`src/rtl/core/assert_macros.svh`:
```
// assertion macros shared by the shuttle sequencer rtl
// no dependencies; define NO_ASSERTIONS to compile the checks out
`ifndef ASSERT_MACROS_SVH
`define ASSERT_MACROS_SVH

`ifndef NO_ASSERTIONS

// antecedent implies consequent in the same cycle
`define ASSERT_IMPL(lbl, clk, rstn, ante, cons) \
    lbl: assert property (@(posedge clk) disable iff (!(rstn)) (ante) |-> (cons)) \
        else $error("assertion failed");

// antecedent implies consequent in the following cycle
`define ASSERT_NEXT(lbl, clk, rstn, ante, cons) \
    lbl: assert property (@(posedge clk) disable iff (!(rstn)) (ante) |=> (cons)) \
        else $error("assertion failed");

`else

`define ASSERT_IMPL(lbl, clk, rstn, ante, cons)
`define ASSERT_NEXT(lbl, clk, rstn, ante, cons)

`endif

`endif

```
`src/rtl/core/lss_pkg.sv`:
```
// shared types, codes and reset values for the shuttle sequencer
// no dependencies; used by lss_step and limit_switch_shuttle_sequencer
`default_nettype none

package lss_pkg;

    localparam int TIMER_BITS_DEFAULT = 16;
    localparam int CFG_ADDR_BITS      = 3;
    localparam int CFG_DATA_BITS      = 16;

    // configuration register indexes
    localparam logic [CFG_ADDR_BITS-1:0] CFG_NORMAL_SPEED   = 3'd0;
    localparam logic [CFG_ADDR_BITS-1:0] CFG_TURBO_SPEED    = 3'd1;
    localparam logic [CFG_ADDR_BITS-1:0] CFG_TURBO_TICKS    = 3'd2;
    localparam logic [CFG_ADDR_BITS-1:0] CFG_READY_RATIO    = 3'd3;
    localparam logic [CFG_ADDR_BITS-1:0] CFG_UPDATE_PERIOD  = 3'd4;
    localparam logic [CFG_ADDR_BITS-1:0] CFG_BRAKE_INTERVAL = 3'd5;

    // configuration reset values
    localparam logic [14:0] RST_NORMAL_SPEED   = 15'd800;
    localparam logic [14:0] RST_TURBO_SPEED    = 15'd1600;
    localparam logic [15:0] RST_TURBO_TICKS    = 16'd475;
    localparam logic [7:0]  RST_READY_RATIO    = 8'd128;
    localparam logic [9:0]  RST_UPDATE_PERIOD  = 10'd50;
    localparam logic [15:0] RST_BRAKE_INTERVAL = 16'd5000;

    typedef enum logic [1:0] {
        ACT_TICK   = 2'd0,
        ACT_HOME   = 2'd1,
        ACT_CHARGE = 2'd2,
        ACT_READY  = 2'd3
    } action_t;

    typedef enum logic [1:0] {
        LOC_UNKNOWN = 2'd0,
        LOC_HOME    = 2'd1,
        LOC_READY   = 2'd2,
        LOC_CHARGE  = 2'd3
    } loc_t;

    typedef enum logic [2:0] {
        MOT_IDLE     = 3'd0,
        MOT_HOMING   = 3'd1,
        MOT_CHARGING = 3'd2,
        MOT_READYING = 3'd3,
        MOT_BRAKING  = 3'd4
    } motion_t;

    typedef struct packed {
        logic [14:0] normal_speed;
        logic [14:0] turbo_speed;
        logic [15:0] turbo_ticks;
        logic [7:0]  ready_ratio;
        logic [9:0]  update_period;
        logic [15:0] brake_interval;
    } lss_cfg_t;

    typedef struct packed {
        action_t action;
        logic    turbo_request;
        logic    home_switch;
        logic    charge_switch;
        logic    ready_switch;
    } lss_item_t;

    // sequencer state apart from the timers, whose width is a parameter
    typedef struct packed {
        loc_t        where_now;
        logic        move_lock;
        logic        turbo_blocked;
        logic        turbo_on;
        motion_t     motion;
        logic [9:0]  update_left;
    } lss_state_t;

    typedef struct packed {
        logic signed [15:0] velocity;
        logic               velocity_write;
        logic               brake_pulse;
        loc_t               location;
        logic               busy_res;
        logic               accepted;
        logic               arrived;
    } lss_result_t;

    localparam lss_state_t STATE_RESET = '{
        where_now:     LOC_UNKNOWN,
        move_lock:     1'b0,
        turbo_blocked: 1'b1,
        turbo_on:      1'b0,
        motion:        MOT_IDLE,
        update_left:   10'd0
    };

endpackage

`default_nettype wire

```
`src/rtl/core/lss_step.sv`:
```
// next-state and result logic for one item of the shuttle sequencer
// depends on lss_pkg
`default_nettype none

module lss_step #(
    parameter int TIMER_BITS = lss_pkg::TIMER_BITS_DEFAULT
) (
    input  wire lss_pkg::lss_cfg_t     cfg,
    input  wire lss_pkg::lss_item_t    item,
    input  wire lss_pkg::lss_state_t   state_cur,
    input  wire [TIMER_BITS-1:0]       turbo_left_cur,
    input  wire [TIMER_BITS-1:0]       brake_left_cur,
    output lss_pkg::lss_state_t        state_next,
    output logic [TIMER_BITS-1:0]      turbo_left_next,
    output logic [TIMER_BITS-1:0]      brake_left_next,
    output lss_pkg::lss_result_t       result
);

    localparam logic [TIMER_BITS-1:0] TIMER_ONE = TIMER_BITS'(1);

    lss_pkg::motion_t   kind;
    logic               treq;
    logic [8:0]         ratio_num;
    logic [8:0]         ratio_inv;
    logic [24:0]        product;
    logic [15:0]        scaled;
    logic [15:0]        len16;
    logic [TIMER_BITS+15:0] len_wide;
    logic [TIMER_BITS+15:0] brake_wide;
    logic [TIMER_BITS-1:0]  len;
    logic [TIMER_BITS-1:0]  brake_load;
    logic               hit;
    lss_pkg::loc_t      hit_loc;
    logic               neg_dir;
    logic [14:0]        speed;

    // command decode: ready from unknown behaves as charge with turbo
    always_comb begin
        kind = lss_pkg::MOT_HOMING;
        treq = item.turbo_request;
        case (item.action)
            lss_pkg::ACT_HOME:   kind = lss_pkg::MOT_HOMING;
            lss_pkg::ACT_CHARGE: kind = lss_pkg::MOT_CHARGING;
            lss_pkg::ACT_READY: begin
                if (state_cur.where_now == lss_pkg::LOC_UNKNOWN) begin
                    kind = lss_pkg::MOT_CHARGING;
                    treq = 1'b1;
                end else begin
                    kind = lss_pkg::MOT_READYING;
                end
            end
            default: kind = lss_pkg::MOT_HOMING;
        endcase
    end

    // turbo length: one shared multiply by the ratio or its complement
    assign ratio_inv = 9'd256 - {1'b0, cfg.ready_ratio};
    assign ratio_num = (kind == lss_pkg::MOT_CHARGING) ? {1'b0, cfg.ready_ratio} : ratio_inv;
    assign product   = {9'd0, cfg.turbo_ticks} * {16'd0, ratio_num};
    assign scaled    = product[23:8];

    always_comb begin
        len16 = 16'd0;
        if (treq && !state_cur.turbo_blocked) begin
            case (kind)
                lss_pkg::MOT_HOMING: begin
                    if (state_cur.where_now == lss_pkg::LOC_READY) len16 = scaled;
                    else if (state_cur.where_now == lss_pkg::LOC_CHARGE) len16 = cfg.turbo_ticks;
                end
                lss_pkg::MOT_CHARGING: begin
                    if (state_cur.where_now == lss_pkg::LOC_HOME) len16 = cfg.turbo_ticks;
                    else if (state_cur.where_now == lss_pkg::LOC_READY) len16 = scaled;
                end
                lss_pkg::MOT_READYING: begin
                    if (state_cur.where_now == lss_pkg::LOC_HOME) len16 = scaled;
                end
                default: len16 = 16'd0;
            endcase
        end
    end

    // fit 16-bit loads to the timer width
    assign len_wide   = {{TIMER_BITS{1'b0}}, len16};
    assign len        = len_wide[TIMER_BITS-1:0];
    assign brake_wide = {{TIMER_BITS{1'b0}}, cfg.brake_interval};
    assign brake_load = brake_wide[TIMER_BITS-1:0];

    // target switch and direction of the running move
    always_comb begin
        hit     = 1'b0;
        hit_loc = lss_pkg::LOC_HOME;
        neg_dir = 1'b1;
        case (state_cur.motion)
            lss_pkg::MOT_HOMING: begin
                hit     = item.home_switch;
                hit_loc = lss_pkg::LOC_HOME;
                neg_dir = 1'b1;
            end
            lss_pkg::MOT_CHARGING: begin
                hit     = item.charge_switch;
                hit_loc = lss_pkg::LOC_CHARGE;
                neg_dir = 1'b0;
            end
            lss_pkg::MOT_READYING: begin
                hit     = item.ready_switch;
                hit_loc = lss_pkg::LOC_READY;
                neg_dir = (state_cur.where_now != lss_pkg::LOC_HOME);
            end
            default: begin
                hit     = 1'b0;
                hit_loc = lss_pkg::LOC_HOME;
                neg_dir = 1'b1;
            end
        endcase
    end

    // state update and result for one item
    always_comb begin
        state_next      = state_cur;
        turbo_left_next = turbo_left_cur;
        brake_left_next = brake_left_cur;
        result          = '0;
        speed           = cfg.normal_speed;

        if (item.action != lss_pkg::ACT_TICK) begin
            // move command, refused while the lock is held
            if (!state_cur.move_lock) begin
                result.accepted        = 1'b1;
                state_next.move_lock   = 1'b1;
                state_next.motion      = kind;
                state_next.update_left = cfg.update_period;
                turbo_left_next        = len;
                state_next.turbo_on    = (len != '0);
            end
        end else begin
            // turbo countdown comes before the motor update
            if (turbo_left_cur != '0) begin
                turbo_left_next = turbo_left_cur - TIMER_ONE;
                if (turbo_left_next == '0) state_next.turbo_on = 1'b0;
            end
            speed = state_next.turbo_on ? cfg.turbo_speed : cfg.normal_speed;

            case (state_cur.motion)
                lss_pkg::MOT_HOMING, lss_pkg::MOT_CHARGING, lss_pkg::MOT_READYING: begin
                    if (state_cur.update_left > 10'd1) begin
                        state_next.update_left = state_cur.update_left - 10'd1;
                    end else begin
                        state_next.update_left = cfg.update_period;
                        result.velocity_write  = 1'b1;
                        if (hit) begin
                            result.brake_pulse       = 1'b1;
                            result.arrived           = 1'b1;
                            state_next.motion        = lss_pkg::MOT_BRAKING;
                            state_next.turbo_blocked = 1'b0;
                            state_next.move_lock     = 1'b0;
                            state_next.where_now     = hit_loc;
                            brake_left_next          = brake_load;
                        end else if (neg_dir) begin
                            result.velocity = -$signed({1'b0, speed});
                        end else begin
                            result.velocity = $signed({1'b0, speed});
                        end
                    end
                end
                lss_pkg::MOT_BRAKING: begin
                    // repeat the brake pulse every interval while stopped
                    if (brake_left_cur > TIMER_ONE) begin
                        brake_left_next = brake_left_cur - TIMER_ONE;
                    end else begin
                        result.brake_pulse = 1'b1;
                        brake_left_next    = brake_load;
                    end
                end
                default: ;
            endcase
        end

        result.location = state_next.where_now;
        result.busy_res = state_next.move_lock;
    end

endmodule

`default_nettype wire

```
`src/rtl/core/limit_switch_shuttle_sequencer.sv`:
```
// top level of the limit switch shuttle sequencer: channels, registers, config
// depends on lss_pkg, lss_step and assert_macros.svh
//
// Usage: items enter on the s_ channel (valid/ready); each one gives exactly one
// result on the m_ channel. An item is a tick (action 0) or a move command
// (home, charge, ready) with the current limit switch levels. Ticks time the
// turbo phase, the motor update period and the brake repeat interval.
// An accepted item is registered in the input register, then its state update
// is registered in the result register. Throughput: one item per cycle while
// the receiver takes results, set by the state update loop, which holds one
// 16x9 multiply for the scaled turbo length.
// A stalled receiver holds the result register; one more item may wait in the
// input register, after which s_ready drops until the result is taken.
// Reset (aresetn low, synchronous) empties both registers, restores the config
// defaults and sets location unknown, no lock, turbo blocked. Configuration is
// written via cfg_we/cfg_addr/cfg_wdata by the user while idle; not enforced.
`default_nettype none

`include "assert_macros.svh"

module limit_switch_shuttle_sequencer #(
    parameter int TIMER_BITS = lss_pkg::TIMER_BITS_DEFAULT
) (
    input  wire                                aclk,
    input  wire                                aresetn,
    // configuration write port
    input  wire                                cfg_we,
    input  wire [lss_pkg::CFG_ADDR_BITS-1:0]   cfg_addr,
    input  wire [lss_pkg::CFG_DATA_BITS-1:0]   cfg_wdata,
    // input item channel
    input  wire                                s_valid,
    output logic                               s_ready,
    input  wire [1:0]                          s_action,
    input  wire                                s_turbo_request,
    input  wire                                s_home_switch,
    input  wire                                s_charge_switch,
    input  wire                                s_ready_switch,
    // result channel
    output logic                               m_valid,
    input  wire                                m_ready,
    output logic signed [15:0]                 m_velocity,
    output logic                               m_velocity_write,
    output logic                               m_brake_pulse,
    output logic [1:0]                         m_location,
    output logic                               m_busy_res,
    output logic                               m_accepted,
    output logic                               m_arrived
);

    lss_pkg::lss_cfg_t     cfg_reg;
    lss_pkg::lss_item_t    item_reg;
    logic                  item_valid_reg;
    lss_pkg::lss_state_t   state_reg;
    lss_pkg::lss_state_t   state_next;
    logic [TIMER_BITS-1:0] turbo_left_reg;
    logic [TIMER_BITS-1:0] turbo_left_next;
    logic [TIMER_BITS-1:0] brake_left_reg;
    logic [TIMER_BITS-1:0] brake_left_next;
    lss_pkg::lss_result_t  result_next;
    lss_pkg::lss_result_t  result_reg;
    logic                  out_valid_reg;
    logic                  advance;

    // an item moves on when the result register is free or being emptied
    assign advance = item_valid_reg && (!out_valid_reg || m_ready);
    assign s_ready = !item_valid_reg || advance;

    // configuration registers
    always_ff @(posedge aclk) begin
        if (!aresetn) begin
            cfg_reg.normal_speed   <= lss_pkg::RST_NORMAL_SPEED;
            cfg_reg.turbo_speed    <= lss_pkg::RST_TURBO_SPEED;
            cfg_reg.turbo_ticks    <= lss_pkg::RST_TURBO_TICKS;
            cfg_reg.ready_ratio    <= lss_pkg::RST_READY_RATIO;
            cfg_reg.update_period  <= lss_pkg::RST_UPDATE_PERIOD;
            cfg_reg.brake_interval <= lss_pkg::RST_BRAKE_INTERVAL;
        end else if (cfg_we) begin
            case (cfg_addr)
                lss_pkg::CFG_NORMAL_SPEED:   cfg_reg.normal_speed   <= cfg_wdata[14:0];
                lss_pkg::CFG_TURBO_SPEED:    cfg_reg.turbo_speed    <= cfg_wdata[14:0];
                lss_pkg::CFG_TURBO_TICKS:    cfg_reg.turbo_ticks    <= cfg_wdata[15:0];
                lss_pkg::CFG_READY_RATIO:    cfg_reg.ready_ratio    <= cfg_wdata[7:0];
                lss_pkg::CFG_UPDATE_PERIOD:  cfg_reg.update_period  <= cfg_wdata[9:0];
                lss_pkg::CFG_BRAKE_INTERVAL: cfg_reg.brake_interval <= cfg_wdata[15:0];
                default: ;
            endcase
        end
    end

    // input register
    always_ff @(posedge aclk) begin
        if (!aresetn) begin
            item_valid_reg <= 1'b0;
        end else if (s_ready) begin
            item_valid_reg <= s_valid;
        end
    end

    always_ff @(posedge aclk) begin
        if (s_valid && s_ready) begin
            item_reg.action        <= lss_pkg::action_t'(s_action);
            item_reg.turbo_request <= s_turbo_request;
            item_reg.home_switch   <= s_home_switch;
            item_reg.charge_switch <= s_charge_switch;
            item_reg.ready_switch  <= s_ready_switch;
        end
    end

    lss_step #(
        .TIMER_BITS (TIMER_BITS)
    ) u_step (
        .cfg             (cfg_reg),
        .item            (item_reg),
        .state_cur       (state_reg),
        .turbo_left_cur  (turbo_left_reg),
        .brake_left_cur  (brake_left_reg),
        .state_next      (state_next),
        .turbo_left_next (turbo_left_next),
        .brake_left_next (brake_left_next),
        .result          (result_next)
    );

    // sequencer state, updated once per item
    always_ff @(posedge aclk) begin
        if (!aresetn) begin
            state_reg      <= lss_pkg::STATE_RESET;
            turbo_left_reg <= '0;
            brake_left_reg <= '0;
        end else if (advance) begin
            state_reg      <= state_next;
            turbo_left_reg <= turbo_left_next;
            brake_left_reg <= brake_left_next;
        end
    end

    // result register
    always_ff @(posedge aclk) begin
        if (!aresetn) begin
            out_valid_reg <= 1'b0;
        end else if (advance) begin
            out_valid_reg <= 1'b1;
        end else if (m_ready) begin
            out_valid_reg <= 1'b0;
        end
    end

    always_ff @(posedge aclk) begin
        if (advance) begin
            result_reg <= result_next;
        end
    end

    assign m_valid          = out_valid_reg;
    assign m_velocity       = result_reg.velocity;
    assign m_velocity_write = result_reg.velocity_write;
    assign m_brake_pulse    = result_reg.brake_pulse;
    assign m_location       = result_reg.location;
    assign m_busy_res       = result_reg.busy_res;
    assign m_accepted       = result_reg.accepted;
    assign m_arrived        = result_reg.arrived;

    // checks
    `ASSERT_IMPL(a_arrive_stops, aclk, aresetn, m_valid && m_arrived,
        !m_busy_res && m_brake_pulse && m_velocity_write && (m_velocity == 16'sd0))
    `ASSERT_IMPL(a_accept_locks, aclk, aresetn, m_valid && m_accepted, m_busy_res)
    `ASSERT_IMPL(a_vel_written, aclk, aresetn, m_valid && (m_velocity != 16'sd0),
        m_velocity_write)
    `ASSERT_NEXT(a_state_holds, aclk, aresetn, !advance,
        $stable(state_reg) && $stable(turbo_left_reg) && $stable(brake_left_reg))

endmodule

`default_nettype wire
```
`config.mk`:
```
export PLATFORM = sky130hd
export DESIGN_NAME = limit_switch_shuttle_sequencer
export DESIGN_NICKNAME = d
export VERILOG_FILES = /design/src/rtl/core/lss_pkg.sv /design/src/rtl/core/lss_step.sv /design/src/rtl/core/limit_switch_shuttle_sequencer.sv
export VERILOG_INCLUDE_DIRS = /design/src /design/src/rtl/core
export SDC_FILE = /design/constraint.sdc
export NUM_CORES = 1
export LEC_CHECK = 0
export ABC_AREA = 1
export BUFFER_PORTS_ARGS = -buffer_cell sky130_fd_sc_hd__buf_2
export CELL_PAD_IN_SITES_DETAIL_PLACEMENT = 0
export CELL_PAD_IN_SITES_GLOBAL_PLACEMENT = 2
export CORE_MARGIN = 5
export CORE_UTILIZATION = 37
export CTS_CLUSTER_SIZE = 14
export DETAILED_ROUTE_END_ITERATION = 12
export GPL_ROUTABILITY_DRIVEN = 0
export GPL_TIMING_DRIVEN = 0
export PLACE_DENSITY_LB_ADDON = 0.1
export SYNTH_ARGS = -nofsm -noshare
export SYNTH_HDL_FRONTEND = slang
export SYNTH_SLANG_ARGS = --single-unit
```
`constraint.sdc`:
```
create_clock -name aclk -period 8.5 [get_ports aclk]
set_clock_uncertainty 0.05 [all_clocks]
set_input_delay 0.425 -clock aclk [delete_from_list [all_inputs] [get_ports aclk]]
set_output_delay 0.425 -clock aclk [all_outputs]
set_load 0.03 [all_outputs]
```
==> results_dict.tcl <==
set metrics [dict create \
    p_int_uw 1775 \
    clk_latency_ps 440 \
    cts_tree "built" \
    status "finished, final reports clean" \
    postCtsHoldBufs 0 \
    wl_mm 42.95 \
    synth_edf_count 29 \
    worst_pin_slew_ps 1104 \
    cts_inserted_buffers 17 \
    nFillCells 3630 \
    ios 55 \
    wire_per_inst_um 18.59 \
    synth_ff_type "dfxtp_1" \
    whs_path_depth 1 \
    r2r-end "state_reg[13]$_SDFFE_PN0P_" \
    syn2layout_area_growth_pct 12.01 \
    crit_type "flop to flop" \
    clk_path_buf_depth 2 \
    synthTopCellsByArea "dfxtp_1, fa_1, nand2_1" \
    clkTransAtPathRegs_ps 60 \
    drive_above_1_share_pct 7.250 \
    combPwrFrac_pct 41.0 \
    fmax_ghz 0.1299 \
    slowest_stage "clkbuf_1" \
    portBuffers 54 \
    synth_top_area_cell "dfxtp_1" \
    max-vdd-ir-drop_uv 144.2 \
    finalSetupViolCount 0 \
    cpPeakStageDelay_ps 560 \
    cts-resized-gates 0 \
    synth.area.mux_share_pct 0 \
    crit_required_ps 8820 \
    mostFrequentLayoutCells "nand2_1, inv_1, nor2_1" \
    largest_reg_flops 80 \
    post_cts_buffers 0 \
    antenna_found_initial 0 \
    grt_pass1_vias 11710 \
    power_leakage_uw 0.006648 \
    arrival_ps 8010 \
    drt-vias-per-instance 5.131 \
    die_w_um 195.2 \
    num_antenna_cells 0 \
    cts.htree.levels 4 \
    synth_compound_area_share_pct 15.07 \
    synth_cells 1776 \
    ant_nets 0 \
    vias 11850 \
    holdPathEnd "item_reg[5]$_DFFE_PP_" \
    ys_async_sr_fraction_pct 0 \
    min_period_over_period_pct 90.56 \
    track_usage_pct 22.82 \
    clock-sinks 161 \
    maxSlewViolCount 0 \
    placed_area_um2 13520 \
    synth_xor_area_share_pct 1.933 \
    r2r_cells 30 \
    synth_top_family_by_area "simple AND/OR/NAND/NOR gates" \
    die-height_um 195.2 \
    grt_max_degree 29 \
    hp-start "s_action[1]" \
    p_sw_uw 1170 \
    yosysTopAreaCellShare_pct 20.83 \
    switching_share_pct 39.74 \
    rr_startpoint "item_reg[5]$_DFFE_PP_" \
    post-route-drc-count 0 \
    holdCritPathClass "input port to flop" \
    seqCellArea_um2 3513 \
    fin_nets 2023 \
    synth.avg_cell_area_um2 7.143 \
    final_common_cell "nand2_1" \
    start_util_pct 37.64 \
    critPathCaptureType "flop" \
    core_area_um2 33700 \
    fin_area_um2 14210 \
    first_pass_iters 6 \
    fp-row-count 67 \
    start_kind "flop" \
    netlist_area_um2 12690 \
    setup-tns-final_ps 0 \
    powerDensity_nw_per_um2 207.2 \
    cts-root-buf "clkbuf_16" \
    ys_warn_count 0 \
    finalHoldViolCount 0 \
    yosys.area_share.simple_pct 25.16 \
    grt.overflow.total 0 \
    ys_types 44 \
    rsz0062_at_grt "false" \
    max_slew_margin_pct 26.32 \
    dpl.hpwl_mm 34.35 \
    yosysSeqAreaShare_pct 27.70 \
    ys_seq_elements 161 \
    cpMostUsedCell "nand2_1" \
    drtIter0Drc 861 \
    maxCapViolCount 0 \
    multiInputGateArea_um2 7879 \
    die_area_um2 38090 \
    synth_adder_area_share_pct 19.94 \
    min_period_ps 7698 \
    cp_max_fo 10 \
    clockPowerShare_pct 30.7 \
    seqPwrFrac_pct 28.3 \
    syn-num-nets 1950 \
    worst-r2r-setup-slack_ps 800 \
    grt_pass1_wl_mm 68.04 \
]
area by class of cell:
cell class	instances	share of cell area, %
Inverter	277	7.317
Clock inverter	7	1.171
Tap cell	448	3.945
Timing Repair Buffer	54	1.902
Buffer	60	1.787
Multi-Input combinational cell	1278	55.45
Clock buffer	25	3.707
Sequential cell	161	24.72
Yosys cell counts (6+ instances only):
cell type  instances
edfxtp_1          29
clkinv_1           6
clkbuf_1          52
nor2_2             9
nand3_1           99
o21ai_1            6
inv_1            267
a221oi_1           7
nand2_2            8
o21ai_2           11
fa_1              97
nor4_1             6
nor2_1           225
nor3_1            23
xor2_1            12
dfxtp_1          132
o21ai_0          127
a21oi_1          139
xnor2_1           16
ha_1              47
a31oi_1           14
nand2_1          365
o211ai_1          23
nand3b_1           6
per-layer routing:
layer / share of wire, % / up-vias / global-route usage (%)
met5: 0 / - / 0
met4: 1.3 / 0 / 4.422
met3: 5.3 / 36 / 4.205
met2: 43 / 269 / 35.10
met1: 50 / 5711 / 33.78
li1: - / 5837 / -
critical path, delay by kind of cell (launching register included):
family / cells / cell delay, ps
DFF: 1 / 470
xor gates and xnor gates: 2 / 780
AOI/OAI and AO/OA: 4 / 990
buffers and inverters: 5 / 1190
adders and majority gates: 5 / 2530
and+or+nand+nor: 14 / 1580
power groups by stage:
stage	Clock [uW]	Combinational, uW	Sequential (uW)
finish	904	1210	833
CTS	916	1210	833
global placement	0	1200	849
global route	948	1380	836
floorplan	0	827	850
detailed placement	0	1200	849
through the flow:
| step | total power [uW] | utilization [%] | instances | setup WS (ps) | hold slack (ps) |
|---|---|---|---|---|---|
| global placement | 2046 | 40.11 | 2278 | 849.7 | 385.3 |
| global route | 3161 | 42.17 | 2310 | 199.1 | 92.94 |
| floorplan | 1677 | - | 1776 | 2501 | 369.6 |
| finish | 2945 | 42.17 | 2310 | 802.1 | 108.9 |
| detailed placement | 2045 | 40.11 | 2278 | 791.1 | 389.2 |
| CTS | 2956 | 42.17 | 2310 | 757.4 | 86.51 |
how the worst max path moves through the flow:
stage	startpoint	endpoint	slack (ps)
floorplan	item_reg[5]$_DFFE_PP_	state_reg[13]$_SDFFE_PN0P_	2500
global placement	item_reg[5]$_DFFE_PP_	state_reg[13]$_SDFFE_PN0P_	850
detailed placement	item_reg[5]$_DFFE_PP_	state_reg[13]$_SDFFE_PN0P_	790
CTS	item_reg[5]$_DFFE_PP_	state_reg[13]$_SDFFE_PN0P_	760
global route	item_reg[5]$_DFFE_PP_	state_reg[13]$_SDFFE_PN0P_	200
finish	item_reg[5]$_DFFE_PP_	state_reg[13]$_SDFFE_PN0P_	800
cells by family after synthesis:
kind of cell / count (synthesis)
compound gates: 344
buf+inv: 337
flops: 161
xor+xnor: 28
simple gates: 762
fa+ha+maj: 144
Note: power is estimated with default switching activity, not from simulation.
